`config.mk`:
```
export PLATFORM = sky130hd
export DESIGN_NAME = tactile_can_frame_assembler_top_flat
export DESIGN_NICKNAME = d
export VERILOG_FILES = /design/src/hw/rtl/tcfa_pkg.sv /design/src/hw/rtl/tcfa_if.sv /design/src/hw/rtl/tcfa_ram.sv /design/src/hw/rtl/tactile_can_frame_assembler_top.sv /design/src/flat_wrapper.sv
export SDC_FILE = /design/constraint.sdc
export NUM_CORES = 1
export LEC_CHECK = 0
export BUFFER_PORTS_ARGS = -buffer_cell sky130_fd_sc_hd__buf_2
export CAP_MARGIN = 20
export CORE_MARGIN = 4
export CORE_UTILIZATION = 36
export DETAILED_ROUTE_END_ITERATION = 6
export PLACE_DENSITY = 0.51
export RECOVER_POWER = 25
export SYNTH_ARGS = -nofsm -noshare
export SYNTH_HDL_FRONTEND = slang
export SYNTH_SLANG_ARGS = --single-unit
```
`constraint.sdc`:
```
create_clock -name i_clk -period 7.7 [get_ports i_clk]
set_clock_uncertainty 0.2 [all_clocks]
set_input_delay 1.155 -clock i_clk [delete_from_list [all_inputs] [get_ports i_clk]]
set_output_delay 1.155 -clock i_clk [all_outputs]
set_load 0.01 [all_outputs]
```
`src/hw/rtl/tcfa_pkg.sv`:
```
// Types and constants shared by the tactile CAN frame assembler.
`timescale 1ns / 1ps
`default_nettype none
package tcfa_pkg;

    localparam int unsigned ID_W    = 11;
    localparam int unsigned DATA_W  = 64;
    localparam int unsigned WORD_W  = 16;
    localparam int unsigned VAL_W   = 18;
    localparam int unsigned IDX_W   = 5;
    localparam int unsigned CFG_A_W = 3;

    typedef logic [ID_W-1:0]          t_frame_id;
    typedef logic [DATA_W-1:0]        t_data;
    typedef logic [WORD_W-1:0]        t_word;
    typedef logic signed [VAL_W-1:0]  t_value;
    typedef logic [IDX_W-1:0]         t_item_idx;
    typedef logic [CFG_A_W-1:0]       t_cfg_addr;

    localparam t_frame_id STAGE_IDS [4] = '{11'h405, 11'h407, 11'h409, 11'h40b};
    localparam t_frame_id ID_PROX       = 11'h601;

    localparam t_cfg_addr CFG_MAP     = 3'd0;
    localparam t_cfg_addr CFG_BIAS_A  = 3'd1;
    localparam t_cfg_addr CFG_BIAS_B  = 3'd2;
    localparam t_cfg_addr CFG_BIAS_C  = 3'd3;
    localparam t_cfg_addr CFG_BIAS_D  = 3'd4;
    localparam t_cfg_addr CFG_UPPER   = 3'd5;
    localparam t_cfg_addr CFG_LOWER   = 3'd6;

    localparam t_data  MAP_RST   = 64'hFEDC_BA98_7654_3210;
    localparam t_value UPPER_RST = 18'sd3000;
    localparam t_value LOWER_RST = -18'sd100;

endpackage
`default_nettype wire

```
`src/hw/rtl/tcfa_if.sv`:
```
// Handshake channels of the frame assembler: frames in, results out, config writes.
`timescale 1ns / 1ps
`default_nettype none
interface tcfa_frame_if;
    logic                valid;
    logic                ready;
    tcfa_pkg::t_frame_id frame_id;
    tcfa_pkg::t_data     payload;

    modport source (output valid, frame_id, payload, input ready);
    modport sink   (input valid, frame_id, payload, output ready);
endinterface

interface tcfa_result_if;
    logic                valid;
    logic                ready;
    tcfa_pkg::t_item_idx item_index;
    tcfa_pkg::t_value    item_value;
    logic                out_of_range;
    logic                last_item;

    modport source (output valid, item_index, item_value, out_of_range, last_item,
                    input ready);
    modport sink   (input valid, item_index, item_value, out_of_range, last_item,
                    output ready);
endinterface

interface tcfa_cfg_if;
    logic                valid;
    logic                ready;
    tcfa_pkg::t_cfg_addr addr;
    tcfa_pkg::t_data     data;

    modport source (output valid, addr, data, input ready);
    modport sink   (input valid, addr, data, output ready);
endinterface
`default_nettype wire

```
`src/hw/rtl/tcfa_ram.sv`:
```
// Generic single-port-write, single-port-read RAM with registered read data.
`timescale 1ns / 1ps
`default_nettype none
module tcfa_ram #(
    parameter int unsigned WIDTH = 16,
    parameter int unsigned DEPTH = 16
) (
    input  wire logic                     i_clk,
    input  wire logic                     i_we,
    input  wire logic [$clog2(DEPTH)-1:0] i_waddr,
    input  wire logic [WIDTH-1:0]         i_wdata,
    input  wire logic                     i_re,
    input  wire logic [$clog2(DEPTH)-1:0] i_raddr,
    output logic      [WIDTH-1:0]         o_rdata
);
    logic [WIDTH-1:0] r_mem [DEPTH];

    always_ff @(posedge i_clk) begin
        if (i_we) begin
            r_mem[i_waddr] <= i_wdata;
        end
        if (i_re) begin
            o_rdata <= r_mem[i_raddr];
        end
    end
endmodule
`default_nettype wire

```
`src/hw/rtl/tactile_can_frame_assembler_top.sv`:
```
// Top level of the tactile CAN frame assembler.
//
// Frames 0x405, 0x407, 0x409, 0x40b and 0x601 must arrive in that order; any
// other frame is taken and dropped. A data frame holds ready low while its four
// words are written one per cycle into the channel RAM through the channel map.
// The proximity frame starts the output run: the channel RAM is read once to
// build the channel sum, the limits are checked, and the RAM is read again to
// send NUM_CHANNELS + 2 words at up to one word per cycle, so a completed set
// holds ready low until its last word is issued, a run that the single RAM read
// port makes longer.
// Channels not written in a set read as zero (per-channel valid bits). A flagged set
// halts the block: further frames are taken and dropped until reset. The config
// port is always ready and must be written only while idle; the block does not enforce it.
`timescale 1ns / 1ps
`default_nettype none
module tactile_can_frame_assembler_top #(
    parameter int unsigned NUM_CHANNELS = 16
) (
    input  wire logic      i_clk,
    input  wire logic      i_rst_n,
    tcfa_frame_if.sink     i_frame,
    tcfa_result_if.source  o_result,
    tcfa_cfg_if.sink       i_cfg
);
    localparam int unsigned CH_W  = $clog2(NUM_CHANNELS);
    localparam int unsigned SUM_W = tcfa_pkg::VAL_W + $clog2(NUM_CHANNELS + 1);
    localparam logic [4:0]  NCH5  = 5'(NUM_CHANNELS);
    localparam logic [CH_W-1:0] CH_LAST = CH_W'(NUM_CHANNELS - 1);
    localparam tcfa_pkg::t_item_idx ITEM_LAST = tcfa_pkg::IDX_W'(NUM_CHANNELS + 1);
    localparam logic signed [SUM_W-1:0] NCH_S = SUM_W'(NUM_CHANNELS);

    typedef enum logic [2:0] {
        S_IDLE,
        S_WRITE,
        S_SUM,
        S_SUM_END,
        S_CMP,
        S_EMIT
    } t_state;

    t_state                 r_state;
    tcfa_pkg::t_data        r_map;
    tcfa_pkg::t_data        r_bias [4];
    tcfa_pkg::t_value       r_upper;
    tcfa_pkg::t_value       r_lower;
    logic [2:0]             r_stage;
    logic                   r_halted;
    logic [NUM_CHANNELS-1:0] r_vld;
    tcfa_pkg::t_data        r_payload;
    logic [1:0]             r_word;
    tcfa_pkg::t_word        r_prox0;
    tcfa_pkg::t_word        r_prox1;
    logic [CH_W-1:0]        r_idx;
    logic [CH_W-1:0]        r_ch;
    logic                   r_pend;
    logic signed [SUM_W-1:0] r_sum;
    logic                   r_flag;
    tcfa_pkg::t_item_idx    r_item;
    logic                   r_out_vld;
    tcfa_pkg::t_item_idx    r_out_idx;
    tcfa_pkg::t_value       r_out_val;
    logic                   r_out_flag;
    logic                   r_out_last;

    logic                   w_frame_acc;
    logic [3:0]             w_word_idx;
    logic [3:0]             w_target;
    logic                   w_tgt_ok;
    logic                   w_free;
    logic                   w_we;
    logic                   w_re;
    logic [CH_W-1:0]        w_raddr;
    tcfa_pkg::t_word        w_rdata;
    tcfa_pkg::t_word        w_raw;
    logic [3:0]             w_ch4;
    tcfa_pkg::t_word        w_bias;
    tcfa_pkg::t_value       w_corr;
    logic signed [SUM_W-1:0] w_up_lim;
    logic signed [SUM_W-1:0] w_lo_lim;

    assign i_frame.ready = (r_state == S_IDLE);
    assign i_cfg.ready   = 1'b1;
    assign w_frame_acc   = i_frame.valid && (r_state == S_IDLE);

    assign w_word_idx = {r_stage[1:0], r_word};
    assign w_target   = r_map[w_word_idx*4 +: 4];
    assign w_tgt_ok   = ({1'b0, w_target} < NCH5);
    assign w_we       = (r_state == S_WRITE) && w_tgt_ok;
    assign w_free     = !r_out_vld || o_result.ready;

    always_comb begin
        w_re    = 1'b0;
        w_raddr = r_idx;
        case (r_state)
            S_SUM: begin
                w_re    = 1'b1;
                w_raddr = r_idx;
            end
            S_CMP: begin
                w_re    = 1'b1;
                w_raddr = '0;
            end
            S_EMIT: begin
                w_re    = w_free && (r_item >= 5'd2) && (r_ch != CH_LAST);
                w_raddr = r_ch + 1'b1;
            end
            default: begin
                w_re    = 1'b0;
                w_raddr = r_idx;
            end
        endcase
    end

    tcfa_ram #(
        .WIDTH (tcfa_pkg::WORD_W),
        .DEPTH (NUM_CHANNELS)
    ) u_ch_ram (
        .i_clk   (i_clk),
        .i_we    (w_we),
        .i_waddr (w_target[CH_W-1:0]),
        .i_wdata (r_payload[r_word*16 +: 16]),
        .i_re    (w_re),
        .i_raddr (w_raddr),
        .o_rdata (w_rdata)
    );

    // bias-corrected value of the channel currently on the RAM read port
    assign w_raw    = r_vld[r_ch] ? w_rdata : '0;
    assign w_ch4    = 4'(r_ch);
    assign w_bias   = r_bias[w_ch4[3:2]][w_ch4[1:0]*16 +: 16];
    assign w_corr   = {2'b00, w_raw} - {{2{w_bias[15]}}, w_bias};
    assign w_up_lim = SUM_W'(r_upper) * NCH_S;
    assign w_lo_lim = SUM_W'(r_lower) * NCH_S;

    always_ff @(posedge i_clk) begin
        if (!i_rst_n) begin
            r_state   <= S_IDLE;
            r_map     <= tcfa_pkg::MAP_RST;
            r_bias    <= '{default: '0};
            r_upper   <= tcfa_pkg::UPPER_RST;
            r_lower   <= tcfa_pkg::LOWER_RST;
            r_stage   <= '0;
            r_halted  <= 1'b0;
            r_vld     <= '0;
            r_pend    <= 1'b0;
            r_out_vld <= 1'b0;
        end else begin
            if (i_cfg.valid) begin
                case (i_cfg.addr)
                    tcfa_pkg::CFG_MAP:    r_map     <= i_cfg.data;
                    tcfa_pkg::CFG_BIAS_A: r_bias[0] <= i_cfg.data;
                    tcfa_pkg::CFG_BIAS_B: r_bias[1] <= i_cfg.data;
                    tcfa_pkg::CFG_BIAS_C: r_bias[2] <= i_cfg.data;
                    tcfa_pkg::CFG_BIAS_D: r_bias[3] <= i_cfg.data;
                    tcfa_pkg::CFG_UPPER:  r_upper   <= i_cfg.data[tcfa_pkg::VAL_W-1:0];
                    tcfa_pkg::CFG_LOWER:  r_lower   <= i_cfg.data[tcfa_pkg::VAL_W-1:0];
                    default: ;
                endcase
            end

            if (r_state == S_EMIT && w_free) begin
                r_out_vld <= 1'b1;
            end else if (r_out_vld && o_result.ready) begin
                r_out_vld <= 1'b0;
            end

            case (r_state)
                S_IDLE: begin
                    if (w_frame_acc && !r_halted) begin
                        if (r_stage < 3'd4 &&
                            i_frame.frame_id == tcfa_pkg::STAGE_IDS[r_stage[1:0]]) begin
                            r_payload <= i_frame.payload;
                            r_word    <= '0;
                            r_state   <= S_WRITE;
                        end else if (r_stage == 3'd4 &&
                                     i_frame.frame_id == tcfa_pkg::ID_PROX) begin
                            r_prox0 <= i_frame.payload[15:0];
                            r_prox1 <= i_frame.payload[31:16];
                            r_sum   <= '0;
                            r_idx   <= '0;
                            r_state <= S_SUM;
                        end
                    end
                end
                S_WRITE: begin
                    if (w_tgt_ok) begin
                        r_vld[w_target[CH_W-1:0]] <= 1'b1;
                    end
                    r_word <= r_word + 1'b1;
                    if (r_word == 2'd3) begin
                        r_stage <= r_stage + 1'b1;
                        r_state <= S_IDLE;
                    end
                end
                S_SUM: begin
                    r_pend <= 1'b1;
                    r_ch   <= r_idx;
                    if (r_pend) begin
                        r_sum <= r_sum + SUM_W'(w_corr);
                    end
                    if (r_idx == CH_LAST) begin
                        r_state <= S_SUM_END;
                    end else begin
                        r_idx <= r_idx + 1'b1;
                    end
                end
                S_SUM_END: begin
                    r_sum   <= r_sum + SUM_W'(w_corr);
                    r_pend  <= 1'b0;
                    r_state <= S_CMP;
                end
                S_CMP: begin
                    r_flag  <= (r_sum >= w_up_lim) || (r_sum <= w_lo_lim);
                    r_ch    <= '0;
                    r_item  <= '0;
                    r_state <= S_EMIT;
                end
                S_EMIT: begin
                    if (w_free) begin
                        r_out_idx  <= r_item;
                        r_out_flag <= r_flag;
                        r_out_last <= (r_item == ITEM_LAST);
                        if (r_item == 5'd0) begin
                            r_out_val <= tcfa_pkg::VAL_W'({2'b00, r_prox0});
                        end else if (r_item == 5'd1) begin
                            r_out_val <= tcfa_pkg::VAL_W'({2'b00, r_prox1});
                        end else begin
                            r_out_val <= w_corr;
                            if (r_ch != CH_LAST) begin
                                r_ch <= r_ch + 1'b1;
                            end
                        end
                        r_item <= r_item + 1'b1;
                        if (r_item == ITEM_LAST) begin
                            r_stage  <= '0;
                            r_vld    <= '0;
                            r_halted <= r_flag;
                            r_state  <= S_IDLE;
                        end
                    end
                end
                default: r_state <= S_IDLE;
            endcase
        end
    end

    assign o_result.valid        = r_out_vld;
    assign o_result.item_index   = r_out_idx;
    assign o_result.item_value   = r_out_val;
    assign o_result.out_of_range = r_out_flag;
    assign o_result.last_item    = r_out_last;
endmodule
`default_nettype wire

```
`src/flat_wrapper.sv`:
```
// flat-port wrapper written by rule: the top's interface ports become plain ports
module tactile_can_frame_assembler_top_flat 
#(
    parameter int unsigned NUM_CHANNELS = 16
)
  (i_clk, i_rst_n, i_frame_valid, i_frame_frame_id, i_frame_payload, i_frame_ready, o_result_valid, o_result_item_index, o_result_item_value, o_result_out_of_range, o_result_last_item, o_result_ready, i_cfg_valid, i_cfg_addr, i_cfg_data, i_cfg_ready);
  tcfa_frame_if i_frame_i ();
  tcfa_result_if o_result_i ();
  tcfa_cfg_if i_cfg_i ();
  input  wire logic i_clk;
  input  wire logic i_rst_n;
  input wire logic [$bits(i_frame_i.valid)-1:0] i_frame_valid;
  input wire logic [$bits(i_frame_i.frame_id)-1:0] i_frame_frame_id;
  input wire logic [$bits(i_frame_i.payload)-1:0] i_frame_payload;
  output wire logic [$bits(i_frame_i.ready)-1:0] i_frame_ready;
  output wire logic [$bits(o_result_i.valid)-1:0] o_result_valid;
  output wire logic [$bits(o_result_i.item_index)-1:0] o_result_item_index;
  output wire logic [$bits(o_result_i.item_value)-1:0] o_result_item_value;
  output wire logic [$bits(o_result_i.out_of_range)-1:0] o_result_out_of_range;
  output wire logic [$bits(o_result_i.last_item)-1:0] o_result_last_item;
  input wire logic [$bits(o_result_i.ready)-1:0] o_result_ready;
  input wire logic [$bits(i_cfg_i.valid)-1:0] i_cfg_valid;
  input wire logic [$bits(i_cfg_i.addr)-1:0] i_cfg_addr;
  input wire logic [$bits(i_cfg_i.data)-1:0] i_cfg_data;
  output wire logic [$bits(i_cfg_i.ready)-1:0] i_cfg_ready;
  assign i_frame_i.valid = i_frame_valid;
  assign i_frame_i.frame_id = i_frame_frame_id;
  assign i_frame_i.payload = i_frame_payload;
  assign i_frame_ready = i_frame_i.ready;
  assign o_result_valid = o_result_i.valid;
  assign o_result_item_index = o_result_i.item_index;
  assign o_result_item_value = o_result_i.item_value;
  assign o_result_out_of_range = o_result_i.out_of_range;
  assign o_result_last_item = o_result_i.last_item;
  assign o_result_i.ready = o_result_ready;
  assign i_cfg_i.valid = i_cfg_valid;
  assign i_cfg_i.addr = i_cfg_addr;
  assign i_cfg_i.data = i_cfg_data;
  assign i_cfg_ready = i_cfg_i.ready;
  tactile_can_frame_assembler_top #(.NUM_CHANNELS(NUM_CHANNELS)) u_core (.i_clk(i_clk), .i_rst_n(i_rst_n), .i_frame(i_frame_i), .o_result(o_result_i), .i_cfg(i_cfg_i));
endmodule
```
==> metrics <==
outcome complete, but fails checks; violated checks max-capacitance violations, max-slew violations; full die area between 100,000 and 150,000 um2; setup slack, reg-to-reg around 1300 ps; Post-CTS Resized 0; first-pass GRT wire length roughly 160 mm; Achievable Freq approximately 0.16 GHz; VDD IR max approximately 0.16 mV; CP Launch Point u_core.r_ch[0]; Inst Count DP 4,638; Mean Syn Cell Area 10.5 um2; post-DP HPWL 68.0 mm; drt wl/cell around 23 um; area grow syn2layout 14.6%; Via Count roughly 25,000; CTS Root Cell clkbuf_16; Required @ worst endpoint 7890 ps; startpoint type of the worst setup path flip-flop; Post-Layout Cell Count around 4,800; initial DRC count 2,351; number of synthesized flops with an enable pin about 430; worst path arrival time roughly 6600 ps; DR top layer met5; Hold Path Origin u_core.r_bias[113]; Die W about 320 um; drt total wl 108 mm; final hold violations 0; crit path to u_core.r_sum[21]; critical-path cell list mux4_2, mux4_2, nand2_1, ha_1, inv_1, fa_1, a21o_1, a21o_1, a2111oi_2, o21ai_0, and2_1, xnor2_1, inv_1, ha_1, a21oi_1, nor2_1, nor2_1, o221a_2, o31ai_1, a221oi_1, xor2_1, nor2_1; mapped cell area 35,300 um2; post-synthesis register bit count ~810; share of cells above drive strength 1 ~14%; area occupied by multi-input gates 13,700 um2; initial antenna violation count 7; critical path class reg -> reg; Tcrit/Tclk final 83.7%; num ports 175; WL met3 slightly below 6 mm; # setup viols final 0; most used flip-flop cell after synthesis edfxtp_1; gpl congestion 0.807; Reg-to-Reg End u_core.r_sum[21]; Synthesized Nets between 3,000 and 4,000; WL met2 around 50 mm; YS warnings 0; Pwr Total 11.5 mW; Hold WC Path Type reg -> reg; IO Port Bufs approximately 170; Max Slew Vio Count 76; sequential cell area 20,600 um2; Overflow after GRT 0; Total GRT Usage just over 20%; Reg clk slew, reported paths around 60 ps; largest net degree at the start of global routing 142; RSZ-0062 raised after global routing false; CORE AREA a little under 100,000 um2; delay of the slowest cell on the worst path 650 ps; Post-synth ARST share 0%; CP endpoint kind flip-flop; drt pass-1 iters 6; reg2reg path depth 22; FILL cells ~9,400; M1 WL approximately 50 mm; clk buf depth 3; Layout Nets roughly 3,700; Tmin final approximately 6400 ps; commonest non-fill, non-tap cell in the layout nand2_1; Max-Cap Viols 2; clk_lat worst skew ~650 ps; H-tree levels 3; PwrDens between 200 and 300 nW/um2; max_slew headroom -126%; # hold bufs at CTS 0; # Post-CTS Setup Buffers 0; cell leakage power 14.3 nW; CP max-delay cell mux4_2; Max FO, Critical Path 16; setup TNS 0 ps; Routed Antenna Nets 0; Worst path most repeated cell nor2_1; detailed-route vias per instance 5.29; slew at the pin with the worst max-slew slack about 3400 ps; CTS Sinks around 800; worst r2r src u_core.r_ch[0]; TritonCTS Buffers around 90; CTS tree yes; die height ~320 um; vias in the first global route between 20,000 and 25,000; Cell Rows roughly 110; most frequent cells in the layout nand2_1, edfxtp_1, a21oi_1; Post-Syn Instances between 3,000 and 4,000; Netlist cell types between 60 and 70; Starting Density about 36%; sequential share of the synthesized area between 50% and 60%; drt drc 0; Min Hold Slack 251 ps
## logic make-up after synthesis
family | count (synthesis) | share of synthesized area, %
buffers and inverters | 281 | 3.13
AND/OR/NAND/NOR | 1390 | 16.3
multiplexers | 125 | 7.84
adder cells (fa/ha/maj) | 90 | 3.24
other | 1 | 0.0106
AO/OA/AOI/OAI | 598 | 9.93
XOR/XNOR | 45 | 1.16
flip-flops | 813 | 58.4
## worst min path at each step
stage	slack, ps	to	cells past startpoint
2_1_floorplan	230	u_core.o_result.out_of_range	0
3_3_place_gp	240	u_core.r_map[11]	2
3_5_place_dp	240	u_core.r_map[11]	2
4_1_cts	250	u_core.r_map[11]	2
5_1_grt	270	u_core.r_bias[41]	2
6_report	250	u_core.r_bias[113]	2
## flip-flops by register name (all words and copies together) (netlist names), 18 cells and up
| name | cells |
|---|---|
| u_core.r_bias | 256 |
| u_core.u_ch_ram.r_mem | 256 |
| u_core.r_map | 64 |
| u_core.r_payload | 64 |
| u_core.r_sum | 23 |
| u_core.o_result.item_value | 18 |
| u_core.r_lower | 18 |
| u_core.r_upper | 18 |
## worst max-delay path, delay by kind of cell, from the launching register on
kind	cells	cell delay (ps)
compound gates	8	2030
mux	2	1210
fa+ha+maj	3	960
simple gates	5	650
flops	1	590
xor+xnor	2	380
buf+inv	2	160
## synth_stat cells, types with 8 or more instances
master / count / area [um2]
inv_1: 70 / 263
mux4_2: 121 / 2730
a21o_1: 38 / 285
xnor2_1: 26 / 228
nand2b_1: 19 / 119
o21ai_0: 28 / 140
buf_1: 18 / 67.6
a31oi_1: 29 / 181
o211ai_1: 25 / 188
a21oi_1: 387 / 1940
nor3_1: 19 / 95.1
buf_2: 21 / 105
nand4_1: 14 / 87.6
ha_1: 88 / 1100
and2_1: 24 / 150
xor2_1: 17 / 149
and3_1: 39 / 244
edfxtp_1: 432 / 13000
nand3_1: 117 / 586
a311oi_1: 49 / 429
o21a_1: 8 / 60.1
nor2_1: 116 / 435
dfxtp_1: 381 / 7630
clkbuf_1: 164 / 616
nand2_1: 1010 / 3790
nor2b_1: 14 / 87.6
## power by group
group / total (mW) / internal, mW / switching [mW]
clock: 4.32 / 2.55 / 1.77
sequential: 4.87 / 4.76 / 0.114
combinational: 2.28 / 0.793 / 1.48
## per-layer routing
metal  GRT usage [%]  vias to the layer above
met4            5.26                        4
li1                -                    12000
met1            30.1                    12600
met2            32.4                      671
met5               0                        -
met3            2.83                      123
## through the flow
stage | cell area [um2] | worst slack, ps | util (%)
2_1_floorplan | 35300 | 1820 | -
3_3_place_gp | 37500 | 1350 | 38.6
3_5_place_dp | 37500 | 1270 | 38.6
4_1_cts | 40400 | 1220 | 41.7
5_1_grt | 40400 | 764 | 41.7
6_report | 40400 | 1250 | 41.7
## area by class of cell
| class | count | area share (%) |
|---|---|---|
| flip-flops and latches | 813 | 51.0 |
| multi-input cells | 2249 | 34.0 |
| clock buffers | 127 | 6.24 |
| well taps | 1276 | 3.95 |
| repair buffers | 227 | 3.06 |
| clock inverters | 37 | 1.07 |
| inverters | 74 | 0.718 |
| diodes | 1 | 0.00619 |
Power figures use the tool's default switching activity.
